[src/design/bpb_pkg.sv]
package bpb_pkg;

  localparam int INDEX_BITS         = 10;
  localparam int SHORT_HISTORY_BITS = 4;
  localparam int LONG_HISTORY_BITS  = 6;
  localparam int NUM_PRED           = 5;

  // Address widths of the five tables.
  localparam int A0_W = INDEX_BITS;
  localparam int A1_W = INDEX_BITS;
  localparam int A2_W = INDEX_BITS + 1;
  localparam int A3_W = INDEX_BITS + SHORT_HISTORY_BITS;
  localparam int A4_W = INDEX_BITS + LONG_HISTORY_BITS;

  // The clearing sweep covers the deepest table.
  localparam int CLR_W = (A4_W > A3_W) ? ((A4_W > A2_W) ? A4_W : A2_W)
                                       : ((A3_W > A2_W) ? A3_W : A2_W);

  // Lowest branch address bit used for the index.
  localparam int PC_LSB = 3;

  localparam logic [1:0] CTR_MAX   = 2'd3;
  localparam logic [1:0] CTR_TAKEN = 2'd2;

  typedef struct packed {
    logic [31:0] branch_pc;
    logic        taken;
  } branch_t;

  typedef struct packed {
    logic        pred_last_outcome;
    logic        pred_bimodal;
    logic        pred_one_history;
    logic        pred_short_history;
    logic        pred_long_history;
    logic [4:0]  miss_mask;
    logic [31:0] branch_total;
    logic [31:0] miss_total_last_outcome;
    logic [31:0] miss_total_bimodal;
    logic [31:0] miss_total_one_history;
    logic [31:0] miss_total_short_history;
    logic [31:0] miss_total_long_history;
  } result_t;

  typedef struct packed {
    logic [A0_W-1:0] a0;
    logic [A1_W-1:0] a1;
    logic [A2_W-1:0] a2;
    logic [A3_W-1:0] a3;
    logic [A4_W-1:0] a4;
  } tbl_addr_t;

  typedef struct packed {
    logic       d0;
    logic [1:0] d1;
    logic       d2;
    logic [1:0] d3;
    logic [1:0] d4;
  } tbl_data_t;

  function automatic logic [1:0] train_counter(input logic [1:0] c, input logic t);
    logic [1:0] r;
    r = c;
    if (t) begin
      if (c < CTR_MAX) r = c + 2'd1;
    end else begin
      if (c > 2'd0) r = c - 2'd1;
    end
    return r;
  endfunction

endpackage

[src/design/bpb_stats.sv]
module bpb_stats (
  input  logic                clk,
  input  logic                rst,
  input  logic                commit,
  input  logic                taken,
  input  bpb_pkg::tbl_data_t  rd_data,
  output bpb_pkg::result_t    result_next,
  output bpb_pkg::tbl_data_t  wr_data
);

  logic [31:0]                  branch_cnt;
  logic [31:0]                  miss_cnt      [bpb_pkg::NUM_PRED];
  logic [31:0]                  miss_cnt_next [bpb_pkg::NUM_PRED];
  logic [bpb_pkg::NUM_PRED-1:0] pred;
  logic [bpb_pkg::NUM_PRED-1:0] mask;

  always_comb begin
    pred[0] = rd_data.d0;
    pred[1] = (rd_data.d1 >= bpb_pkg::CTR_TAKEN);
    pred[2] = rd_data.d2;
    pred[3] = (rd_data.d3 >= bpb_pkg::CTR_TAKEN);
    pred[4] = (rd_data.d4 >= bpb_pkg::CTR_TAKEN);
    mask    = pred ^ {bpb_pkg::NUM_PRED{taken}};
    for (int k = 0; k < bpb_pkg::NUM_PRED; k++) begin
      miss_cnt_next[k] = miss_cnt[k] + 32'(mask[k]);
    end
  end

  always_comb begin
    result_next.pred_last_outcome        = pred[0];
    result_next.pred_bimodal             = pred[1];
    result_next.pred_one_history         = pred[2];
    result_next.pred_short_history       = pred[3];
    result_next.pred_long_history        = pred[4];
    result_next.miss_mask                = mask;
    result_next.branch_total             = branch_cnt + 32'd1;
    result_next.miss_total_last_outcome  = miss_cnt_next[0];
    result_next.miss_total_bimodal       = miss_cnt_next[1];
    result_next.miss_total_one_history   = miss_cnt_next[2];
    result_next.miss_total_short_history = miss_cnt_next[3];
    result_next.miss_total_long_history  = miss_cnt_next[4];
  end

  // Trained entries go back to the same addresses that were read.
  always_comb begin
    wr_data.d0 = taken;
    wr_data.d1 = bpb_pkg::train_counter(rd_data.d1, taken);
    wr_data.d2 = taken;
    wr_data.d3 = bpb_pkg::train_counter(rd_data.d3, taken);
    wr_data.d4 = bpb_pkg::train_counter(rd_data.d4, taken);
  end

  always_ff @(posedge clk) begin
    if (rst) begin
      branch_cnt <= '0;
      for (int k = 0; k < bpb_pkg::NUM_PRED; k++) miss_cnt[k] <= '0;
    end else if (commit) begin
      branch_cnt <= branch_cnt + 32'd1;
      for (int k = 0; k < bpb_pkg::NUM_PRED; k++) miss_cnt[k] <= miss_cnt_next[k];
    end
  end

endmodule

[config.mk]
export PLATFORM = sky130hd
export DESIGN_NAME = bpb_stats
export DESIGN_NICKNAME = d
export VERILOG_FILES = /design/src/design/bpb_pkg.sv /design/src/design/bpb_stats.sv
export SDC_FILE = /design/constraint.sdc
export NUM_CORES = 1
export LEC_CHECK = 0
export ABC_AREA = 0
export BUFFER_PORTS_ARGS = -buffer_cell sky130_fd_sc_hd__buf_2
export CAP_MARGIN = 20
export CORE_MARGIN = 2
export CORE_UTILIZATION = 25
export DETAILED_ROUTE_END_ITERATION = 12
export SLEW_MARGIN = 10
export SYNTH_ARGS = -nofsm -noshare
export SYNTH_HDL_FRONTEND = slang
export SYNTH_SLANG_ARGS = --single-unit
[constraint.sdc]
create_clock -name clk -period 10.8 [get_ports clk]
set_clock_uncertainty 0.15 [all_clocks]
set_input_delay 1.08 -clock clk [delete_from_list [all_inputs] [get_ports clk]]
set_output_delay 1.08 -clock clk [all_outputs]
set_load 0.05 [all_outputs]
[Yosys cells after proc, flatten, opt, wreduce, memory -nomap -nowiden]
Memories as Yosys holds them, arrays and structs flattened.
Cells that the tools add are included.
Word-level totals
  flip-flop bits (word level): 32
  bits in latches: 0
  memory bits (writable): 160
  memory bits (read-only): 0
  bits of input ports: 12
  output and inout port bits: 210
  logic and storage cells: 48
  memories kept: 1
Memory list
  miss_cnt: depth 5, width 32, rd ports 5, clocked after Yosys merged registers in 0, wr ports 5, RTL line bpb_stats.sv:12  | logic [31:0] miss_cnt [bpb_pkg::NUM_PRED];
Operators by class
  add/subtract/negate cells: 12
  $mul: 0
  div/mod/pow operators: 0
  order comparisons: 9
  eq/ne operators: 0
  shifts and indexed selects: 0
  muxes and demuxes: 19
  bitwise logic cells: 6
  reduce and logical (&&, ||, !) cells: 0
Operator list (count)
  32-bit by 1-bit adder with 32-bit output: 5
  32-bit two-way mux: 5
  32-bit by 1-bit adder with 32-bit output (second input constant): 1
  2-bit two-way mux: 9
  2-bit by 1-bit adder with 2-bit output (second input constant): 3
  2-bit >= comparator (second input constant): 3
  2-bit by 1-bit > comparator with 1-bit output (second input constant): 3
  2-bit < comparator (second input constant): 3
  2-bit by 1-bit subtractor with 2-bit output (second input constant): 3
  1-bit two-way mux: 5
  1-bit bitwise OR: 5
  5-bit bitwise XOR: 1

[Logic depth before layout (Yosys ltp)]
Gate-level depths: netlist of run 1.
  depth after elaboration: 4
  mapped depth: 9
  gate-level depth less buffers: 7

[Least setup slack after synthesis of run 1]
Ideal clock, no wire load.
  kind: input-to-output
  from: in taken
  to: out result_next[55] (netlist name)
  data arrival time: 4.658 ns
  path slack: 4.912 ns
  stages: 8
  buffers on the path: 2
  path through: clkbuf_1 xor2_1 ha_1 nand3_1 or4_1 clkbuf_1 or3_4 xnor2_1
RTL lines
  start: declaration: RTL line bpb_stats.sv:5  | input logic taken,
  end: declaration: RTL line bpb_stats.sv:7  | output bpb_pkg::result_t result_next,

==> flow_summary.toml, run 1 <==
[synthesis]
seq_area_frac_synth_pct = 44.7
ys.flop_type = "edfxtp_1"
synthCells = 1278
synth_seq_cells = 192
avgSynthCellArea_um2 = 9.54
synth_cell_types = 47
synth_warnings = 0
synth_nets = 1302
synth_area_mm2 = 0.0122
async_flop_share_pct = 0
synth_edf_count = 160

[place]
dp_hpwl_um = 26100
postPlaceCellArea_mm2 = 0.0138
gp_congestion = 0.891
io_buffers = 221

[sta]
rsz0062_at_grt = "false"
slew_headroom_pct = 20.2
min_period_over_period_pct = 48.3
slew_viol_final = 0
finalHoldViolations = 0
setup_viol = 0
tightest_slew_ns = 1.19
fmax_ghz = 0.192
setup_tns_ns = 0
fin_crit_ns = 5.22

[clocking]
cts_root_buf = "clkbuf_16"
cts_buffers = 17
htree_num_levels = 4
cts_tree = "built"
clkLatencyLatePin_ns = 0.49
clock_sinks = 192
hold_buffers = 0
cts_resized = 0
clk_path_buf_depth = 2
clk_pin_slew_worst_paths_ns = 0.08
post_cts_buffers = 0

[grt]
grt_usage_pct = 14.0
grt_max_degree = 104
grt-ovfl-total = 0
antenna_found_initial = 0
grt_pass1_wl_um = 54700
grt_pass1_vias = 9627

[floorplanning]
die_h_um = 225
dieArea_mm2 = 0.0505
ios = 222
core_area_mm2 = 0.0479
dieWidth_um = 225
start_util_pct = 25.4
row_count = 80

[worst_setup_path]
critPathMaxFanout = 13
crit_type = "in2out"
worstPathArrival_ns = 3.99
cp-end-kind = "output pin"
cp-start-kind = "primary input"
required_ns = 9.57

[detailed_routing]
first_pass_iters = 5
wl_um = 35900
wl_per_cell_um = 17.2
drtIter0Drc = 690
ant_nets = 0
drc = 0
routed-via-count = 10499
viasPerCell = 5.03

[outcome]
status = "complete, no violations"

[final_layout]
design_area_mm2 = 0.0144
diodes = 0
syn2layout_area_growth_pct = 18.3
drive_gt1_share_pct = 21.6
nNetsFinal = 1483

[power_and_ir_drop]
power.density_mw_per_mm2 = 130
leakage_uw = 0.00575
ir_drop_v = 0.0000970

[worst_hold_path]
min_path_type = "reg2reg"

[flow_run]
max_cap_viol_count = 0
-- layout by cell type, fill, tap and decap left out, types with 40 or more instances in the layout --
cell and instances:
nand2_1 153, nand4_1 74, buf_2 221, xor2_1 61
and2_1 80, a21oi_1 68, xnor2_1 83, nand3_1 75
or2_2 40, edfxtp_1 160
-- cells by family after synthesis --
| logic type | count (synthesis) | synth area share (%) |
|---|---|---|
| mux | 39 | 3.24 |
| compound gates | 140 | 6.51 |
| buf+inv | 84 | 2.87 |
| simple gates | 661 | 30.6 |
| xor+xnor | 144 | 10.3 |
| fa+ha+maj | 18 | 1.72 |
| flops | 192 | 44.7 |
-- stage by stage --
step	cells	worst slack, ns	utilization, %	power [µW]	hold WS, ns
floorplan	1278	4.91	-	1160	0.327
global route	2086	5.38	30.1	1950	0.391
global placement	2054	5.62	28.9	1260	0.351
CTS	2085	5.56	30.0	1900	0.369
detailed placement	2054	5.56	28.9	1260	0.353
finish	2086	5.58	30.1	1880	0.365
-- registers in the layout (all words and copies together) (netlist names) --
| signal | count |
|---|---|
| branch_cnt | 32 |
| miss_cnt | 160 |
-- layer usage --
| layer | share of wire (%) | global-route usage, % |
|---|---|---|
| met5 | 0 | 0 |
| met4 | 1.8 | 5.26 |
| met3 | 8.9 | 4.91 |
| met2 | 44 | 21.3 |
| met1 | 45 | 18.3 |
-- final timing paths --
check	startpoint	end	slack [ns]	cells after the start
hold reg to reg	branch_cnt[30]	branch_cnt[30]	0.37	2
setup / recovery	taken	result_next[94]	5.58	9
hold / removal	branch_cnt[30]	branch_cnt[30]	0.37	2
setup reg to reg	miss_cnt[0][64]	miss_cnt[0][94]	8.14	6
-- layout make-up --
class / count / area, µm²
clock inverters: 14 / 129
multi-input cells: 1002 / 6410
well taps: 615 / 769
clock buffers: 17 / 425
fillers: 4999 / 33500
inverters: 20 / 75.1
repair buffers: 226 / 1160
flip-flops and latches: 192 / 5450
-- cell usage after synthesis (2+ instances only) --
library cell / number / area (µm²)
or2_2: 41 / 257
and2_1: 80 / 500
a21oi_1: 68 / 340
xor2_1: 61 / 534
and4_1: 26 / 228
or3_1: 36 / 225
buf_1: 4 / 15.0
or4_4: 3 / 33.8
a31o_2: 2 / 17.5
nand2_1: 153 / 574
nor3_1: 27 / 135
buf_2: 9 / 45.0
nor2b_1: 9 / 56.3
or4_1: 37 / 278
buf_4: 4 / 30.0
nand3_1: 75 / 375
inv_1: 20 / 75.1
and3_1: 25 / 156
mux2_2: 4 / 45.0
nand4_1: 74 / 463
o21ai_0: 38 / 190
clkbuf_1: 45 / 169
edfxtp_1: 160 / 4800
nor2_1: 31 / 116
dfxtp_1: 32 / 641
maj3_1: 6 / 60.1
xnor2_1: 83 / 727
nand3_2: 2 / 20.0
mux2i_1: 35 / 350
nor4_1: 28 / 175
nand4b_1: 5 / 43.8
nand3b_1: 2 / 15.0
ha_1: 12 / 150
o31ai_1: 28 / 210
-- critical path, cell delays in order --
cell	delay, ns
buf_2	0.40
xor2_1	0.24
ha_1	0.25
ha_1	0.29
nand2_1	0.15
or4_1	0.66
or4_1	0.57
nand2_1	0.08
buf_2	0.26
-- power breakdown --
| part | internal (µW) | leakage (µW) | total [µW] | switching [µW] |
|---|---|---|---|---|
| registers | 845 | 0.00203 | 891 | 46.3 |
| logic | 76.3 | 0.00345 | 352 | 276 |
| clock network | 302 | 0.000267 | 632 | 330 |
(Power assumes the default switching activity.)
==> run 2: changes to the inputs <==
Settings changed: ABC_AREA 0 to 1.
Clock period 10.8 ns to 4.6 ns, I/O delays scaled along.
==> flow_summary.toml, run 2 <==
[outcome]
status = "complete, no violations"

[synthesis]
avgSynthCellArea_um2 = 6.94
synthCells = 1871
ys.flop_type = "edfxtp_1"
seq_area_frac_synth_pct = 41.9
synth_seq_cells = 192
synth_top_area_share_pct = 37.0
yosysMostFrequentCell = "nand2_1"
synth_edf_count = 160
synth_warnings = 0
synth.top_cells.by_area = "edfxtp_1 37%, nand2_1 20%, nor2_1 10%, inv_1 5.4%, dfxtp_1 4.9%"
synth_nets = 1895
synth_cell_types = 35
yosys.area.top_type = "edfxtp_1"
synth_area_mm2 = 0.0130
async_flop_share_pct = 0
synth_common_cells = "705 x nand2_1, 350 x nor2_1, 186 x inv_1, 160 x edfxtp_1, 103 x a21oi_1"

[sta]
fin_crit_ns = 3.80
rsz0062_at_grt = "false"
fmax_ghz = 0.263
finalHoldViolations = 0
layout_setup_ws_ns = 0.803
tightest_slew_ns = 0.794
setup_tns_ns = 0
whs_ns = 0.101
setup_viol = 0
slew_headroom_pct = 47.1
slew_viol_final = 0
min_period_over_period_pct = 82.5

[grt]
grt_max_degree = 76
grt_pass1_vias = 11799
grt-ovfl-total = 0
antenna_found_initial = 1
grt_pass1_wl_um = 62400
grt_usage_pct = 14.8

[clocking]
clock_sinks = 192
htree_num_levels = 4
clk_pin_slew_worst_paths_ns = 0.07
clkLatencyLatePin_ns = 0.50
cts_buffers = 17
cts_root_buf = "clkbuf_16"
cts_tree = "built"
clk_path_buf_depth = 2

[final_layout]
syn2layout_area_growth_pct = 19.1
reg_top3 = "miss_cnt x160, branch_cnt x32"
layout_commonest_cell = "nand2_1"
drive_gt1_share_pct = 15.6
fillers = 5588
diodes = 0
top_register = "miss_cnt"
multi_input_area_mm2 = 0.00671
register_area_mm2 = 0.00545
design_area_mm2 = 0.0155
nNetsFinal = 2112
layout_common_cells = "705 x nand2_1, 349 x nor2_1, 221 x buf_2"
largest_reg_flops = 160

[place]
dp_slack_ns = 0.844
dp_hpwl_um = 31300
postPlaceCellArea_mm2 = 0.0149
gp_congestion = 0.936
io_buffers = 221

[power_and_ir_drop]
power.density_mw_per_mm2 = 285
ir_drop_v = 0.000273
leakage_uw = 0.00650

[worst_setup_path]
required_ns = 3.99
critPathMaxFanout = 11
cp-start-kind = "primary input"
crit_type = "in2out"
cp-end-kind = "output pin"
worstPathArrival_ns = 3.19

[detailed_routing]
routed-via-count = 12605
dr_wl_met2_um = 18000
drtIter0Drc = 781
first_pass_iters = 5
wl_per_cell_um = 14.5
viasPerCell = 4.53
dr.max_layer_used = "met4"
ant_nets = 0
wl_met1_um = 18700
dr_wl_met3_um = 2850
drc = 0
wl_um = 40400

[flow_run]
max_cap_viol_count = 0

[floorplanning]
dieWidth_um = 232
row_count = 83
die_h_um = 232
dieArea_mm2 = 0.0538
ios = 222
start_util_pct = 25.3
core_area_mm2 = 0.0513

[worst_hold_path]
min_path_type = "in2reg"
run 2: cell types whose count changed after synthesis, moves of 36 or more:
cell,change
nand2_1,+552
nor2_1,+319
xnor2_1,-76
or4_1,-37
nand4_1,-63
nand3b_1,+62
and2_1,-70
inv_1,+166
nand3_1,-38
or3_1,-36
run 2: stage by stage:
step / std cells / power, µW / util [%]
finish: 2781 / 4400 / 30.2
global route: 2781 / 4580 / 30.2
CTS: 2781 / 4470 / 30.2
detailed placement: 2748 / 2960 / 29.1
global placement: 2748 / 2950 / 29.1
floorplan: 1871 / 2730 / -
run 2: area by class of cell:
| type | count | share of cell area, % |
|---|---|---|
| multi-input cells | 1460 | 43.4 |
| flip-flops and latches | 192 | 35.2 |
| repair buffers | 228 | 7.75 |
| well taps | 680 | 5.50 |
| inverters | 189 | 4.65 |
| clock buffers | 17 | 2.75 |
| clock inverters | 15 | 0.784 |
run 2: repair_timing:
action / in CTS / in global routing
endpoints found under the hold margin: 1 / 0
setup buffers: 0 / 0
gates resized for setup: 0 / 0
hold buffers: 1 / 0
run 2: metal layers:
layer | vias up | GRT usage, %
li1 | 6374 | -
met1 | 5808 | 19.3
met2 | 370 | 23.5
met3 | 53 | 4.46
met4 | 0 | 4.85
met5 | - | 0
run 2: power by group:
part	total [µW]	switching, µW	internal [µW]
clock network	1490	747	740
logic	841	671	170
registers	2080	92.7	1980
total	4400	1510	2890
run 2: worst max-delay path, stage by stage:
cell	delay [ns]
buf_2	0.20
nor2_1	0.10
nor2_1	0.38
ha_1	0.35
ha_1	0.30
nand2_1	0.10
nor2_1	0.38
nand2_1	0.25
inv_1	0.19
nand4_1	0.13
nand2_1	0.09
buf_2	0.26
run 2: worst paths after layout:
kind	start	endpoint	slack (ns)	depth (start not counted)
worst min register to register	branch_cnt[31]	branch_cnt[31]	0.32	2
worst min-delay path	commit	branch_cnt[0]	0.10	3
worst max-delay path	taken	result_next[10]	0.80	12
worst max register to register	miss_cnt[0][128]	miss_cnt[0][152]	2.17	9
run 2: logic make-up (layout without fill, tap and decap cells):
group	after synthesis	in the layout	share of synthesized area (%)
AOI/OAI and AO/OA	151	151	5.97
xor gates and xnor gates	41	41	3.23
adders and majority gates	12	12	1.16
buffers and inverters	219	449	6.47
and+or+nand+nor	1256	1256	41.3
DFF	192	192	41.9
==> run 3: changes to the inputs <==
Clock period 4.6 ns to 3.06 ns, I/O delays scaled along.
==> flow_summary.toml, run 3 (synthesized netlist as in run 2, its figures left out) <==
[outcome]
status = "complete, no violations"

[final_layout]
layout_commonest_cell = "nand2_1"
largest_reg_flops = 160
syn2layout_area_growth_pct = 21.0
drive_gt1_share_pct = 17.0
top_register = "miss_cnt"
layout_common_cells = "705 x nand2_1, 339 x nor2_1, 220 x buf_2"
design_area_mm2 = 0.0157
reg_top3 = "miss_cnt x160, branch_cnt x32"
diodes = 0
nNetsFinal = 2126

[flow_run]
max_cap_viol_count = 0

[power_and_ir_drop]
power.density_mw_per_mm2 = 427
ir_drop_v = 0.000424
report.power.total_uw = 6720
leakage_uw = 0.00661

[floorplanning]
die_h_um = 232
row_count = 83
core_area_mm2 = 0.0513
start_util_pct = 25.3
dieWidth_um = 232
dieArea_mm2 = 0.0538
ios = 222

[sta]
finalHoldViolations = 0
slew_headroom_pct = 56.0
rsz0062_at_grt = "false"
tightest_slew_ns = 0.659
slew_viol_final = 0
setup_viol = 0
min_period_over_period_pct = 93.0
whs_ns = 0.222
fin_crit_ns = 2.84
fmax_ghz = 0.352

[worst_setup_path]
reg2reg_from = "miss_cnt[0][32]"
cp-start-kind = "primary input"
crit_type = "in2out"
rrSetupSlack_ns = 1.03
required_ns = 2.60
reg2regPathDepth = 7
r2r_end = "miss_cnt[0][48]"
worstPathArrival_ns = 2.39
cp-end-kind = "output pin"
critPathMaxFanout = 7

[clocking]
cts_buffers = 17
clk_path_buf_depth = 2
clk_pin_slew_worst_paths_ns = 0.08
clock_sinks = 192
htree_num_levels = 4
cts_tree = "built"
cts_root_buf = "clkbuf_16"
clkLatencyLatePin_ns = 0.51
post_cts_buffers = 0

[place]
gp_congestion = 0.932
postPlaceCellArea_mm2 = 0.0151
io_buffers = 221
dp_hpwl_um = 32000

[grt]
grt_usage_pct = 15.1
grt_pass1_wl_um = 62900
grt_pass1_vias = 11825
antenna_found_initial = 1
grt-ovfl-total = 0
grt_max_degree = 62

[detailed_routing]
ant_nets = 0
drtIter0Drc = 793
wl_per_cell_um = 14.5
wl_um = 40400
drc = 0
viasPerCell = 4.50
first_pass_iters = 5
routed-via-count = 12584

[worst_hold_path]
min_path_type = "in2reg"
min_to = "branch_cnt[13]"
min-delay-start = "commit"
holdPathStages = 5
run 3: stage by stage:
step                cells  TNS [ns]  setup slack (ns)  util (%)
finish               2795         0             0.216      30.6
global route         2795         0            0.0123      30.6
CTS                  2795         0            0.0504      30.6
detailed placement   2761         0             0.174      29.5
global placement     2761         0             0.157      29.5
floorplan            1871    -69.17            -0.423         -
run 3: metal layers:
layer  GRT usage, %  vias up  share of wire (%)
li1               -     6405                  -
met4           5.05        0                2.0
met2           23.9      342                 45
met3           4.00       54                6.5
met1           19.9     5783                 46
met5              0        -                  0
run 3: layout make-up:
| cell class | count | area [µm²] |
|---|---|---|
| Clock buffer | 18 | 450 |
| Clock inverter | 14 | 116 |
| Fill cell | 5607 | 35600 |
| Multi-Input combinational cell | 1460 | 6810 |
| Sequential cell | 192 | 5450 |
| Tap cell | 680 | 851 |
| Inverter | 189 | 718 |
| Timing Repair Buffer | 242 | 1330 |
run 3: power by group:
part	switching, µW	internal (µW)	total, µW
clock network	1190	1120	2310
logic	1010	275	1290
registers	143	2980	3120
run 3: worst max-delay path: stages:
cell	delay [ns]
buf_2	0.15
buf_12	0.16
xor2_4	0.24
ha_1	0.22
ha_1	0.19
nand2_2	0.10
nor2_4	0.17
nand3_1	0.15
nor2_2	0.22
nand3_1	0.13
nand2_1	0.09
buf_2	0.26
run 3: repair_timing:
action	in CTS	in global routing
endpoints found under the setup margin	0	9
hold endpoints to repair	1	0
hold buffers	2	0
gates resized for setup	0	4
run 3: worst max-delay path by stage:
stage	startpoint	endpoint	slack, ns	depth (start not counted)
after global placement	taken	result_next[16]	0.16	13
after global routing	taken	result_next[154]	0.01	12
after detailed placement	taken	result_next[16]	0.17	12
after CTS	miss_cnt[0][128]	result_next[16]	0.05	9
final	taken	result_next[154]	0.22	12
after floorplan	commit	miss_cnt[0][0]	-0.42	2
